==> config.mk <==
export PLATFORM = sky130hd
export DESIGN_NAME = mrc_front
export DESIGN_NICKNAME = d
export VERILOG_FILES = /design/src/rtl/mrc_pkg.sv /design/src/rtl/mrc_front.sv
export SDC_FILE = /design/constraint.sdc
export NUM_CORES = 1
export LEC_CHECK = 0
export BUFFER_PORTS_ARGS = -buffer_cell sky130_fd_sc_hd__buf_2
export CAP_MARGIN = 20
export CORE_ASPECT_RATIO = 1.75
export CORE_MARGIN = 2
export CORE_UTILIZATION = 49
export CTS_BUF_LIST = sky130_fd_sc_hd__clkbuf_4 sky130_fd_sc_hd__clkbuf_8
export DETAILED_ROUTE_END_ITERATION = 7
export GPL_TIMING_DRIVEN = 0
export PLACE_DENSITY = 0.78
export SYNTH_ARGS = -nofsm -noshare
export SYNTH_HDL_FRONTEND = slang
export SYNTH_SLANG_ARGS = --single-unit
==> constraint.sdc <==
create_clock -name clk -period 3.6 [get_ports clk]
set_clock_uncertainty 0.15 [all_clocks]
set_input_delay 0 -clock clk [delete_from_list [all_inputs] [get_ports clk]]
set_output_delay 0 -clock clk [all_outputs]
set_load 0.1 [all_outputs]
==> src/rtl/mrc_pkg.sv <==
package mrc_pkg;
  localparam int MOD_W = 64;
  localparam int EXP_W = 128;
  localparam int CFG_IDX_W = 3;
  localparam int QUEUE_DEPTH = 2;

  localparam logic [CFG_IDX_W-1:0] REG_BASE_FIRST = 3'd0;
  localparam logic [CFG_IDX_W-1:0] REG_BASE_SECOND = 3'd1;
  localparam logic [CFG_IDX_W-1:0] REG_FIRST_EXP_HIGH = 3'd2;
  localparam logic [CFG_IDX_W-1:0] REG_FIRST_EXP_LOW = 3'd3;
  localparam logic [CFG_IDX_W-1:0] REG_SECOND_EXP_HIGH = 3'd4;
  localparam logic [CFG_IDX_W-1:0] REG_SECOND_EXP_LOW = 3'd5;

  localparam logic [63:0] RST_BASE_FIRST = 64'd2;
  localparam logic [63:0] RST_BASE_SECOND = 64'd3;
  localparam logic [63:0] RST_FIRST_EXP_HIGH = 64'd32491504068;
  localparam logic [63:0] RST_FIRST_EXP_LOW = 64'd1576836336967928270;
  localparam logic [63:0] RST_SECOND_EXP_HIGH = 64'd20499856654;
  localparam logic [63:0] RST_SECOND_EXP_LOW = 64'd15553907544489643179;
endpackage

==> src/rtl/mrc_front.sv <==
// Takes commands, classifies the modulus and pushes into a small queue.
module mrc_front #(
  parameter int MOD_WIDTH = mrc_pkg::MOD_W
) (
  input  logic                 clk,
  input  logic                 rst_n,
  input  logic                 start,
  output logic                 busy,
  input  logic [63:0]          in_modulus,
  output logic                 q_valid,
  output logic [MOD_WIDTH-1:0] q_mod,
  output logic                 q_bad,
  input  logic                 q_pop
);
  localparam int D = mrc_pkg::QUEUE_DEPTH;
  localparam int PW = (D > 1) ? $clog2(D) : 1;

  logic [MOD_WIDTH-1:0] mem_mod [D];
  logic                 mem_bad [D];
  logic [PW-1:0] wp_r, wp_nxt, rp_r, rp_nxt;
  logic [PW:0]   cnt_r, cnt_nxt;
  logic push;
  logic [MOD_WIDTH-1:0] m;

  assign m = in_modulus[MOD_WIDTH-1:0];
  assign busy = (cnt_r == (PW+1)'(D));
  assign push = start && !busy;
  assign q_valid = (cnt_r != '0);
  assign q_mod = mem_mod[rp_r];
  assign q_bad = mem_bad[rp_r];

  always_comb begin
    wp_nxt = wp_r;
    rp_nxt = rp_r;
    cnt_nxt = cnt_r;
    if (push) begin
      wp_nxt = (wp_r == PW'(D-1)) ? '0 : wp_r + 1'b1;
    end
    if (q_pop) begin
      rp_nxt = (rp_r == PW'(D-1)) ? '0 : rp_r + 1'b1;
    end
    if (push && !q_pop) cnt_nxt = cnt_r + 1'b1;
    else if (!push && q_pop) cnt_nxt = cnt_r - 1'b1;
  end

  always_ff @(posedge clk) begin
    if (!rst_n) begin
      wp_r <= '0;
      rp_r <= '0;
      cnt_r <= '0;
    end else begin
      wp_r <= wp_nxt;
      rp_r <= rp_nxt;
      cnt_r <= cnt_nxt;
    end
  end

  always_ff @(posedge clk) begin
    if (push) begin
      mem_mod[wp_r] <= m;
      mem_bad[wp_r] <= (m < MOD_WIDTH'(2));
    end
  end

`ifndef ASSERT_OFF
  a_no_pop_empty: assert property (@(posedge clk) disable iff (!rst_n)
    q_pop |-> q_valid) else $error("pop from empty queue");
  a_cnt_range: assert property (@(posedge clk) disable iff (!rst_n)
    cnt_r <= (PW+1)'(D)) else $error("queue count overflow");
  a_push_count: assert property (@(posedge clk) disable iff (!rst_n)
    push && !q_pop |=> cnt_r == $past(cnt_r) + 1'b1) else $error("push lost");
`endif
endmodule

==> qor.yml, run 1 <==
first_iter_violations: 165
synthArstFlopShare: 0
grt_max_degree: 66
ios: 135
drive_gt1_frac: 0.502
yosysUniqueCellTypes: 24
worstPathRequired_ns: 3.81
hold_viol: 0
synth.top_cell.area_share: 0.769
cts.sinks: 135
setup_viol: 0
dr.pass1.iters: 4
tns_ns: 0
die_h_um: 139
worstPathArrival_ns: 2.48
crit_start: "cnt_r[0]"
h-tree-depth: 4
hold_end: "mem_mod[1][11]"
synth_area_um2: 5080
rr_endpoint: "wp_r"
core_area_um2: 10200
timing_worst_setup_path_type: "reg2reg"
track_usage: 0.202
fin_nets: 542
antenna_cells: 0
yosys.area.top_type: "edfxtp_1"
slowest_stage: "nor3_4"
overflow: 0
rows: 49
relSlewSlack: 0.383
crit_chain: "nand2b_1, inv_1, nor3_4, o21a_1, dlygate4sd3_1"
drc: 0
powerDensity_nw_per_um2: 666
avgRoutedWirePerCell_um: 17.6
fin_area_um2: 7130
drtAntennaViolNets: 0
fin_crit_sh: 0.630
fmax_ghz: 0.441
timing.rr.start: "cnt_r[0]"
fill_cells: 657
cts_buffer_depth: 2
dieArea_um2: 11200
avgSynthCellArea_um2: 20.4
status: "completed"
critPathCaptureType: "register"
cts_tree: "done"
placed_area_um2: 6000
io_buffers: 134
clk_latency_ns: 0.42
grt_pass1_wl_um: 16500
power.total_mw: 4.75
die_w_um: 80.9
min_delay_path_depth: 2
slew_violations: 0
clkSlewWorstSetupHoldPaths_ns: 0.07
synth_edf_count: 130
vdd_ir_drop_max_v: 0.000514
vias: 3111
cts_root_buffer: "clkbuf_8"
synthTopCellsByCount: "edfxtp_1 (130), mux2_2 (65), nor4_1 (14)"
hp-class: "in2reg"
critPathBufInv: 2
min_from: "in_modulus[11]"
power.static_leakage_nw: 2.70
syn-instance-count: 249
synth_fp_nets: 318
rsz0062_at_grt: "no"
grt_pass1_vias: 3317
yosysWarnings: 0
antenna_found_initial: 0
ys_seq_area_frac: 0.789
critPathTopFamily: "simple AND/OR/NAND/NOR gates"
cp-start-kind: "register"
synth_flop_cell: "edfxtp_1"
synth_most_common_cell: "edfxtp_1"
cts_setup_buffers: 0
critPathMaxStageDelay_ns: 0.62
max_cap_viol_count: 0
worst_pin_slew_ns: 0.925
utilization: 0.700
worstPathMaxFanout: 12
dp_hpwl_um: 6880
start_util: 0.499
cts_resized: 0
gp_congestion: 0.740
reg2reg_depth: 5
r2r_slack_ns: 1.33
synth_area_leaders: "edfxtp_1 (77%), mux2_2 (14%), dfxtp_1 (2.0%), nor4_1 (1.7%), buf_6 (1.1%)"
ys_seq_elements: 135
finalCriticalPeriod_ns: 2.27
viasPerCell: 5.08
cts_buffers: 17
area_delta_synth_final_pct: 40.4
drt-total-wl_um: 10800
-- metal layers --
metal,up-vias,GRT usage,wire (µm)
li1,1450,-,-
met1,1537,0.197,3810
met2,109,0.374,6300
met3,15,0.0664,475
met4,0,0.0839,230
met5,-,0,0
-- power by group --
group	switching [mW]	internal (mW)
registers	0.0392	1.90
clock network	0.548	0.826
logic	1.11	0.317
total	1.70	3.05
-- per-stage QoR --
step / hold slack (ns) / setup slack (ns) / std cells
floorplan: -0.0511 / 0.387 / 249
finish: 0.160 / 1.33 / 613
detailed placement: 0.0583 / 1.44 / 513
global placement: 0.0413 / 0.0859 / 510
CTS: 0.127 / 1.33 / 613
global route: 0.130 / 1.20 / 613
-- worst reg2reg max path, delay by kind of cell, from the launching register on --
kind,cells,cell delay (ns)
simple gates,2,0.79
buf+inv,2,0.65
flops,1,0.39
compound gates,1,0.22
-- sequential cells by signal, summed over array words and instances, names as in the netlist, named ones only --
name and flops:
cnt_r 2, mem_bad 2, rp_r 1, wp_r 1
mem_mod 128
-- worst max path at each step --
stage / endpoint / slack (ns) / depth (start not counted)
6_report: wp_r / 1.33 / 5
3_3_place_gp: mem_mod[0][41] / 0.09 / 3
5_1_grt: wp_r / 1.20 / 5
2_1_floorplan: mem_bad[0] / 0.39 / 3
4_1_cts: wp_r / 1.33 / 5
3_5_place_dp: mem_mod[0][38] / 1.44 / 5
-- layout make-up --
type | count | area [µm²] | area share
clock inverters | 14 | 205 | 0.0288
multi-input cells | 103 | 1000 | 0.140
flip-flops and latches | 135 | 4000 | 0.562
repair buffers | 205 | 1430 | 0.201
inverters | 4 | 15.0 | 0.00211
well taps | 127 | 159 | 0.0223
clock buffers | 18 | 241 | 0.0339
plain buffers | 7 | 68.8 | 0.00966
-- timing repair --
item / in CTS / in global routing
hold buffers: 68 / 0
endpoints found under the hold margin: 144 / 0
endpoints found under the setup margin: 0 / 0
-- cell families after synthesis --
| group | after synthesis | share of synthesized area |
|---|---|---|
| multiplexers | 65 | 0.144 |
| buffers and inverters | 11 | 0.0165 |
| XOR/XNOR | 3 | 0.00518 |
| adder cells (fa/ha/maj) | 1 | 0.00246 |
| AO/OA/AOI/OAI | 4 | 0.00493 |
| flip-flops | 135 | 0.789 |
| AND/OR/NAND/NOR | 30 | 0.0380 |
-- placed cells by master, fill, tap and decap left out, drive strengths merged, types with 5 or more instances in the layout --
cell,count
mux2,65
buf,144
inv,5
edfxtp,130
dlygate4sd3,68
clkinv,6
bufinv,5
clkbuf,18
dfxtp,5
nor4,16
(Power assumes the default switching activity.)
==> run 2, diff against run 1 <==
--- a/config.mk
+++ b/config.mk
@@ -9,11 +9,11 @@
 export CAP_MARGIN = 20
 export CORE_ASPECT_RATIO = 1.75
 export CORE_MARGIN = 2
-export CORE_UTILIZATION = 49
+export CORE_UTILIZATION = 54
 export CTS_BUF_LIST = sky130_fd_sc_hd__clkbuf_4 sky130_fd_sc_hd__clkbuf_8
 export DETAILED_ROUTE_END_ITERATION = 7
 export GPL_TIMING_DRIVEN = 0
-export PLACE_DENSITY = 0.78
+export PLACE_DENSITY = 0.82
 export SYNTH_ARGS = -nofsm -noshare
 export SYNTH_HDL_FRONTEND = slang
 export SYNTH_SLANG_ARGS = --single-unit
==> constraint.sdc (replaced) <==
create_clock -name clk -period 2.3 [get_ports clk]
set_clock_uncertainty 0.15 [all_clocks]
set_input_delay 0 -clock clk [delete_from_list [all_inputs] [get_ports clk]]
set_output_delay 0 -clock clk [all_outputs]
set_load 0.1 [all_outputs]
==> run 2 against run 1 <==
Utilization rose by 8.9 points. Total power rose by 61%. Final area rose by 0.74%.
==> qor.yml, run 2 (synthesized netlist as in run 1, its figures left out) <==
largest_register_ffs: 128  # unchanged
cts_buffers: 17  # unchanged
status: "completed"  # unchanged
io_buffers: 134  # unchanged
worstPathRequired_ns: 2.20  # was 3.81 ns
regMostFlops: "mem_mod"  # unchanged
area_delta_synth_final_pct: 41.4  # was 40.4%
final_common_cell: "buf_2"  # unchanged
drt-total-wl_um: 11700  # was 10800 µm
track_usage: 0.237  # was 0.202
slowest_stage: "and3_4"  # was nor3_4
rows: 46  # was 49
cts_buffer_depth: 2  # unchanged
first_iter_violations: 152  # was 165
worstPathMaxFanout: 65  # was 12
die_w_um: 77.3  # was 80.9 µm
hp-class: "in2reg"  # unchanged
cts_resized: 0  # unchanged
slew_violations: 0  # unchanged
avgRoutedWirePerCell_um: 19.1  # was 17.6 µm
vias: 3182  # was 3111
cp-start-kind: "register"  # unchanged
max_cap_viol_count: 0  # unchanged
dr.pass1.iters: 4  # unchanged
power.static_leakage_nw: 2.73  # was 2.70 nW
timing_worst_setup_path_type: "reg2reg"  # unchanged
die_h_um: 132  # was 139 µm
crit_start: "cnt_r[0]"  # unchanged
drtAntennaViolNets: 0  # unchanged
reg_top3: "mem_mod (128), cnt_r (2), mem_bad (2)"  # unchanged
core_area_um2: 9090  # was 10200 µm²
antenna_found_initial: 0  # unchanged
start_util: 0.558  # was 0.499
cts.sinks: 135  # unchanged
clk_latency_ns: 0.43  # was 0.42 ns
final_cell_mix: "buf_2 (135), edfxtp_1 (130), dlygate4sd3_1 (68)"  # unchanged
rsz0062_at_grt: "no"  # unchanged
viasPerCell: 5.22  # was 5.08
relSlewSlack: 0.403  # was 0.383
setup_viol: 0  # unchanged
antenna_cells: 0  # unchanged
critPathMaxStageDelay_ns: 0.82  # was 0.62 ns
hold_viol: 0  # unchanged
fmax_ghz: 0.502  # was 0.441 GHz
clkSlewWorstSetupHoldPaths_ns: 0.08  # was 0.07 ns
dieArea_um2: 10200  # was 11200 µm²
overflow: 0  # unchanged
powerDensity_nw_per_um2: 1060  # was 666 nW/µm²
cts_root_buffer: "clkbuf_8"  # unchanged
fin_nets: 546  # was 542
worstPathArrival_ns: 1.89  # was 2.48 ns
grt_pass1_wl_um: 17900  # was 16500 µm
worst_pin_slew_ns: 0.895  # was 0.925 ns
gp_congestion: 0.714  # was 0.740
timing.rr.start: "cnt_r[0]"  # unchanged
crit_chain: "nand2b_1, and3_4"  # was nand2b_1, inv_1, nor3_4, o21a_1, dlygate4sd3_1
vdd_ir_drop_max_v: 0.000711  # was 0.000514 V
finalCriticalPeriod_ns: 1.99  # was 2.27 ns
holdWs_ns: 0.162  # was 0.160 ns
fin_crit_sh: 0.867  # was 0.630
grt_pass1_vias: 3498  # was 3317
r2r_slack_ns: 0.31  # was 1.33 ns
min_from: "in_modulus[4]"  # was in_modulus[11]
drive_gt1_frac: 0.510  # was 0.502
stdcell_count: 610  # was 613
h-tree-depth: 4  # unchanged
dp_cells: 507  # was 513
critPathCaptureType: "register"  # unchanged
drc: 0  # unchanged
ios: 135  # unchanged
cts_tree: "done"  # unchanged
dp_hpwl_um: 6920  # was 6880 µm
grt_max_degree: 66  # unchanged
==> run 2: cell types whose count changed in the layout (fill, tap and decap cells not counted) <==
cell,delta
inv_6,-1
bufinv_16,+1
buf_16,-1
clkinv_4,+1
clkinv_1,-2
clkbuf_8,+1
buf_8,+2
buf_4,+3
==> run 2: where the power goes <==
group	switching, mW	internal [mW]
Clock	0.888	1.44
Combinational	1.76	0.509
Sequential	0.0659	2.98
==> run 2: per-stage QoR <==
step | cell area (µm²) | utilization | worst slack [ns] | total power [mW] | setup TNS [ns]
finish | 7180 | 0.789 | 0.306 | 7.64 | 0
global route | 7180 | 0.789 | 0.206 | 7.85 | 0
CTS | 7160 | 0.787 | 0.113 | 7.62 | 0
detailed placement | 5990 | 0.659 | 0.225 | 5.23 | 0
global placement | 5900 | 0.649 | -1.18 | 5.15 | -80.78
floorplan | 5080 | - | -0.913 | 4.83 | -60.16
==> run 2: timing repair <==
item                                    CTS  global route
endpoints found under the hold margin   144             0
endpoints found under the setup margin    0             1
hold buffers                             68             0
buffers inserted                          0             3
==> run 2: area by class of cell <==
| type | instances | area (µm²) |
|---|---|---|
| fill | 514 | 1910 |
| sequential | 135 | 4000 |
| multi-input combinational | 103 | 1000 |
| buffer | 7 | 68.8 |
| clock inverter | 13 | 228 |
| clock buffer | 19 | 255 |
| inverter | 4 | 15.0 |
| tap | 120 | 150 |
| timing repair buffer | 209 | 1460 |
==> run 2: worst paths after layout <==
check	to	cells past startpoint
max reg2reg	mem_mod[1][41]	2
max	mem_mod[1][41]	2
min reg2reg	register	2
min	mem_mod[1][4]	2
==> run 2: routing by layer <==
metal  routed length [µm]  share of wire  track usage  up-vias
li1                     -              -            -     1461
met1                 3960           0.34        0.232     1577
met2                 6850           0.59        0.447      117
met3                  504          0.043       0.0637       27
met4                  359          0.031        0.114        0
met5                    0              0            0        -
==> run 2: critical path, delay by kind of cell, from the launching register on <==
family / cells / cell delay, ns
AND/OR/NAND/NOR: 2 / 1.03
flip-flops: 1 / 0.41
==> run 3, diff against run 2 <==
--- a/config.mk
+++ b/config.mk
@@ -13,6 +13,7 @@
 export CTS_BUF_LIST = sky130_fd_sc_hd__clkbuf_4 sky130_fd_sc_hd__clkbuf_8
 export DETAILED_ROUTE_END_ITERATION = 7
 export GPL_TIMING_DRIVEN = 0
+export MAX_ROUTING_LAYER = met4
 export PLACE_DENSITY = 0.82
 export SYNTH_ARGS = -nofsm -noshare
 export SYNTH_HDL_FRONTEND = slang
==> run 3 against run 2 <==
Register-to-register slack about the same. Total power about the same. Utilization unchanged. Sequential share of layout area unchanged. Count of clock-buffer cells in the layout unchanged. Cell count unchanged. Die area unchanged. Sequential power about the same. Global-route usage increased by 0.70 points.
==> qor.yml, run 3 (synthesized netlist as in run 1, its figures left out) <==
dp_hpwl_um: 6920  # unchanged
vias: 3182  # unchanged
finalCriticalPeriod_ns: 2.00  # was 1.99 ns
die_w_um: 77.3  # unchanged
viasPerCell: 5.22  # unchanged
cts.sinks: 135  # unchanged
slowest_stage: "and3_4"  # unchanged
overflow: 0  # unchanged
slew_violations: 0  # unchanged
clkSlewWorstSetupHoldPaths_ns: 0.08  # about the same
antenna_cells: 0  # unchanged
area_delta_synth_final_pct: 41.4  # unchanged
dr.pass1.iters: 4  # unchanged
worstPathMaxFanout: 65  # unchanged
relSlewSlack: 0.399  # was 0.403
hold_viol: 0  # unchanged
grt_pass1_vias: 3489  # was 3498
dp_cells: 507  # unchanged
tns_ns: 0  # unchanged
rsz0062_at_grt: "no"  # unchanged
io_buffers: 134  # unchanged
critPathCaptureType: "register"  # unchanged
largest_register_ffs: 128  # unchanged
max_cap_viol_count: 0  # unchanged
drive_gt1_frac: 0.510  # unchanged
fin_area_um2: 7180  # unchanged
drt-total-wl_um: 11700  # about the same
placed_area_um2: 5990  # unchanged
fmax_ghz: 0.501  # was 0.502 GHz
fill_cells: 514  # unchanged
core_area_um2: 9090  # unchanged
cts_buffer_depth: 2  # unchanged
start_util: 0.558  # unchanged
utilization: 0.789  # unchanged
worstPathRequired_ns: 2.20  # about the same
crit_chain: "nand2b_1, and3_4"  # unchanged
die_h_um: 132  # unchanged
setup_viol: 0  # unchanged
ios: 135  # unchanged
fin_crit_sh: 0.868  # was 0.867
timing_worst_setup_path_type: "reg2reg"  # unchanged
critPathMaxStageDelay_ns: 0.82  # about the same
status: "completed"  # unchanged
fin_nets: 546  # unchanged
clk_latency_ns: 0.43  # about the same
cts_root_buffer: "clkbuf_8"  # unchanged
regArea_um2: 4000  # unchanged
final_common_cell: "buf_2"  # unchanged
cts_tree: "done"  # unchanged
drc: 0  # unchanged
cts_resized: 0  # unchanged
powerDensity_nw_per_um2: 1060  # about the same
drtAntennaViolNets: 0  # unchanged
antenna_found_initial: 0  # unchanged
final_cell_mix: "buf_2 (135), edfxtp_1 (130), dlygate4sd3_1 (68)"  # unchanged
stdcell_count: 610  # unchanged
grt_max_degree: 66  # unchanged
power.static_leakage_nw: 2.73  # unchanged
track_usage: 0.244  # was 0.237
rows: 46  # unchanged
regMostFlops: "mem_mod"  # unchanged
dieArea_um2: 10200  # unchanged
vdd_ir_drop_max_v: 0.000711  # about the same
h-tree-depth: 4  # unchanged
first_iter_violations: 155  # was 152
power.total_mw: 7.64  # about the same
avgRoutedWirePerCell_um: 19.2  # was 19.1 µm
gp_congestion: 0.722  # was 0.714
cts_buffers: 17  # unchanged
worst_pin_slew_ns: 0.901  # was 0.895 ns
cp-start-kind: "register"  # unchanged
worstPathArrival_ns: 1.90  # was 1.89 ns
hp-class: "in2reg"  # unchanged
grt_pass1_wl_um: 17900  # about the same
reg_top3: "mem_mod (128), cnt_r (2), mem_bad (2)"  # unchanged
multi_input_area_um2: 1000  # unchanged
## run 3: critical path, delay by kind of cell (launching register included)
family / cells / cell delay (ns)
AND/OR/NAND/NOR: 2 / 1.03
flip-flops: 1 / 0.42
## run 3: area by class of cell
type | instances | share of cell area
inverters | 4 | 0.00209
flip-flops and latches | 135 | 0.558
clock inverters | 13 | 0.0317
plain buffers | 7 | 0.00959
well taps | 120 | 0.0209
repair buffers | 209 | 0.203
clock buffers | 19 | 0.0356
multi-input cells | 103 | 0.139
## run 3: repair_timing
item                       4_1_cts  5_1_grt
setup endpoints to repair        0        1
hold buffers                    68        0
hold endpoints to repair       144        0
buffers inserted                 0        3
## run 3: metal layers
layer	track usage	vias up	share of wire
li1	-	1461	-
met1	0.237	1576	0.34
met3	0.0589	26	0.043
met2	0.445	119	0.59
met5	-	-	0
met4	0.114	0	0.028
## run 3: final timing paths
kind                       from              to  slack (ns)  depth (start not counted)
setup / recovery       cnt_r[0]  mem_mod[1][39]        0.30                          2
hold / removal    in_modulus[4]   mem_mod[1][4]        0.16                          2
setup reg to reg       cnt_r[0]  mem_mod[1][39]        0.30                          2
hold reg to reg            rp_r        register        0.39                          2
## run 3: power breakdown
group          total (mW)  internal, mW  switching (mW)
registers            3.04          2.98          0.0665
clock network        2.33          1.44           0.893
logic                2.27         0.509            1.76
## run 3: metrics by stage
stage	worst slack, ns	hold WS, ns
floorplan	-0.913	-0.0511
global placement	-1.18	0.0397
detailed placement	0.225	0.0556
CTS	0.113	0.121
global route	0.204	0.145
finish	0.303	0.161
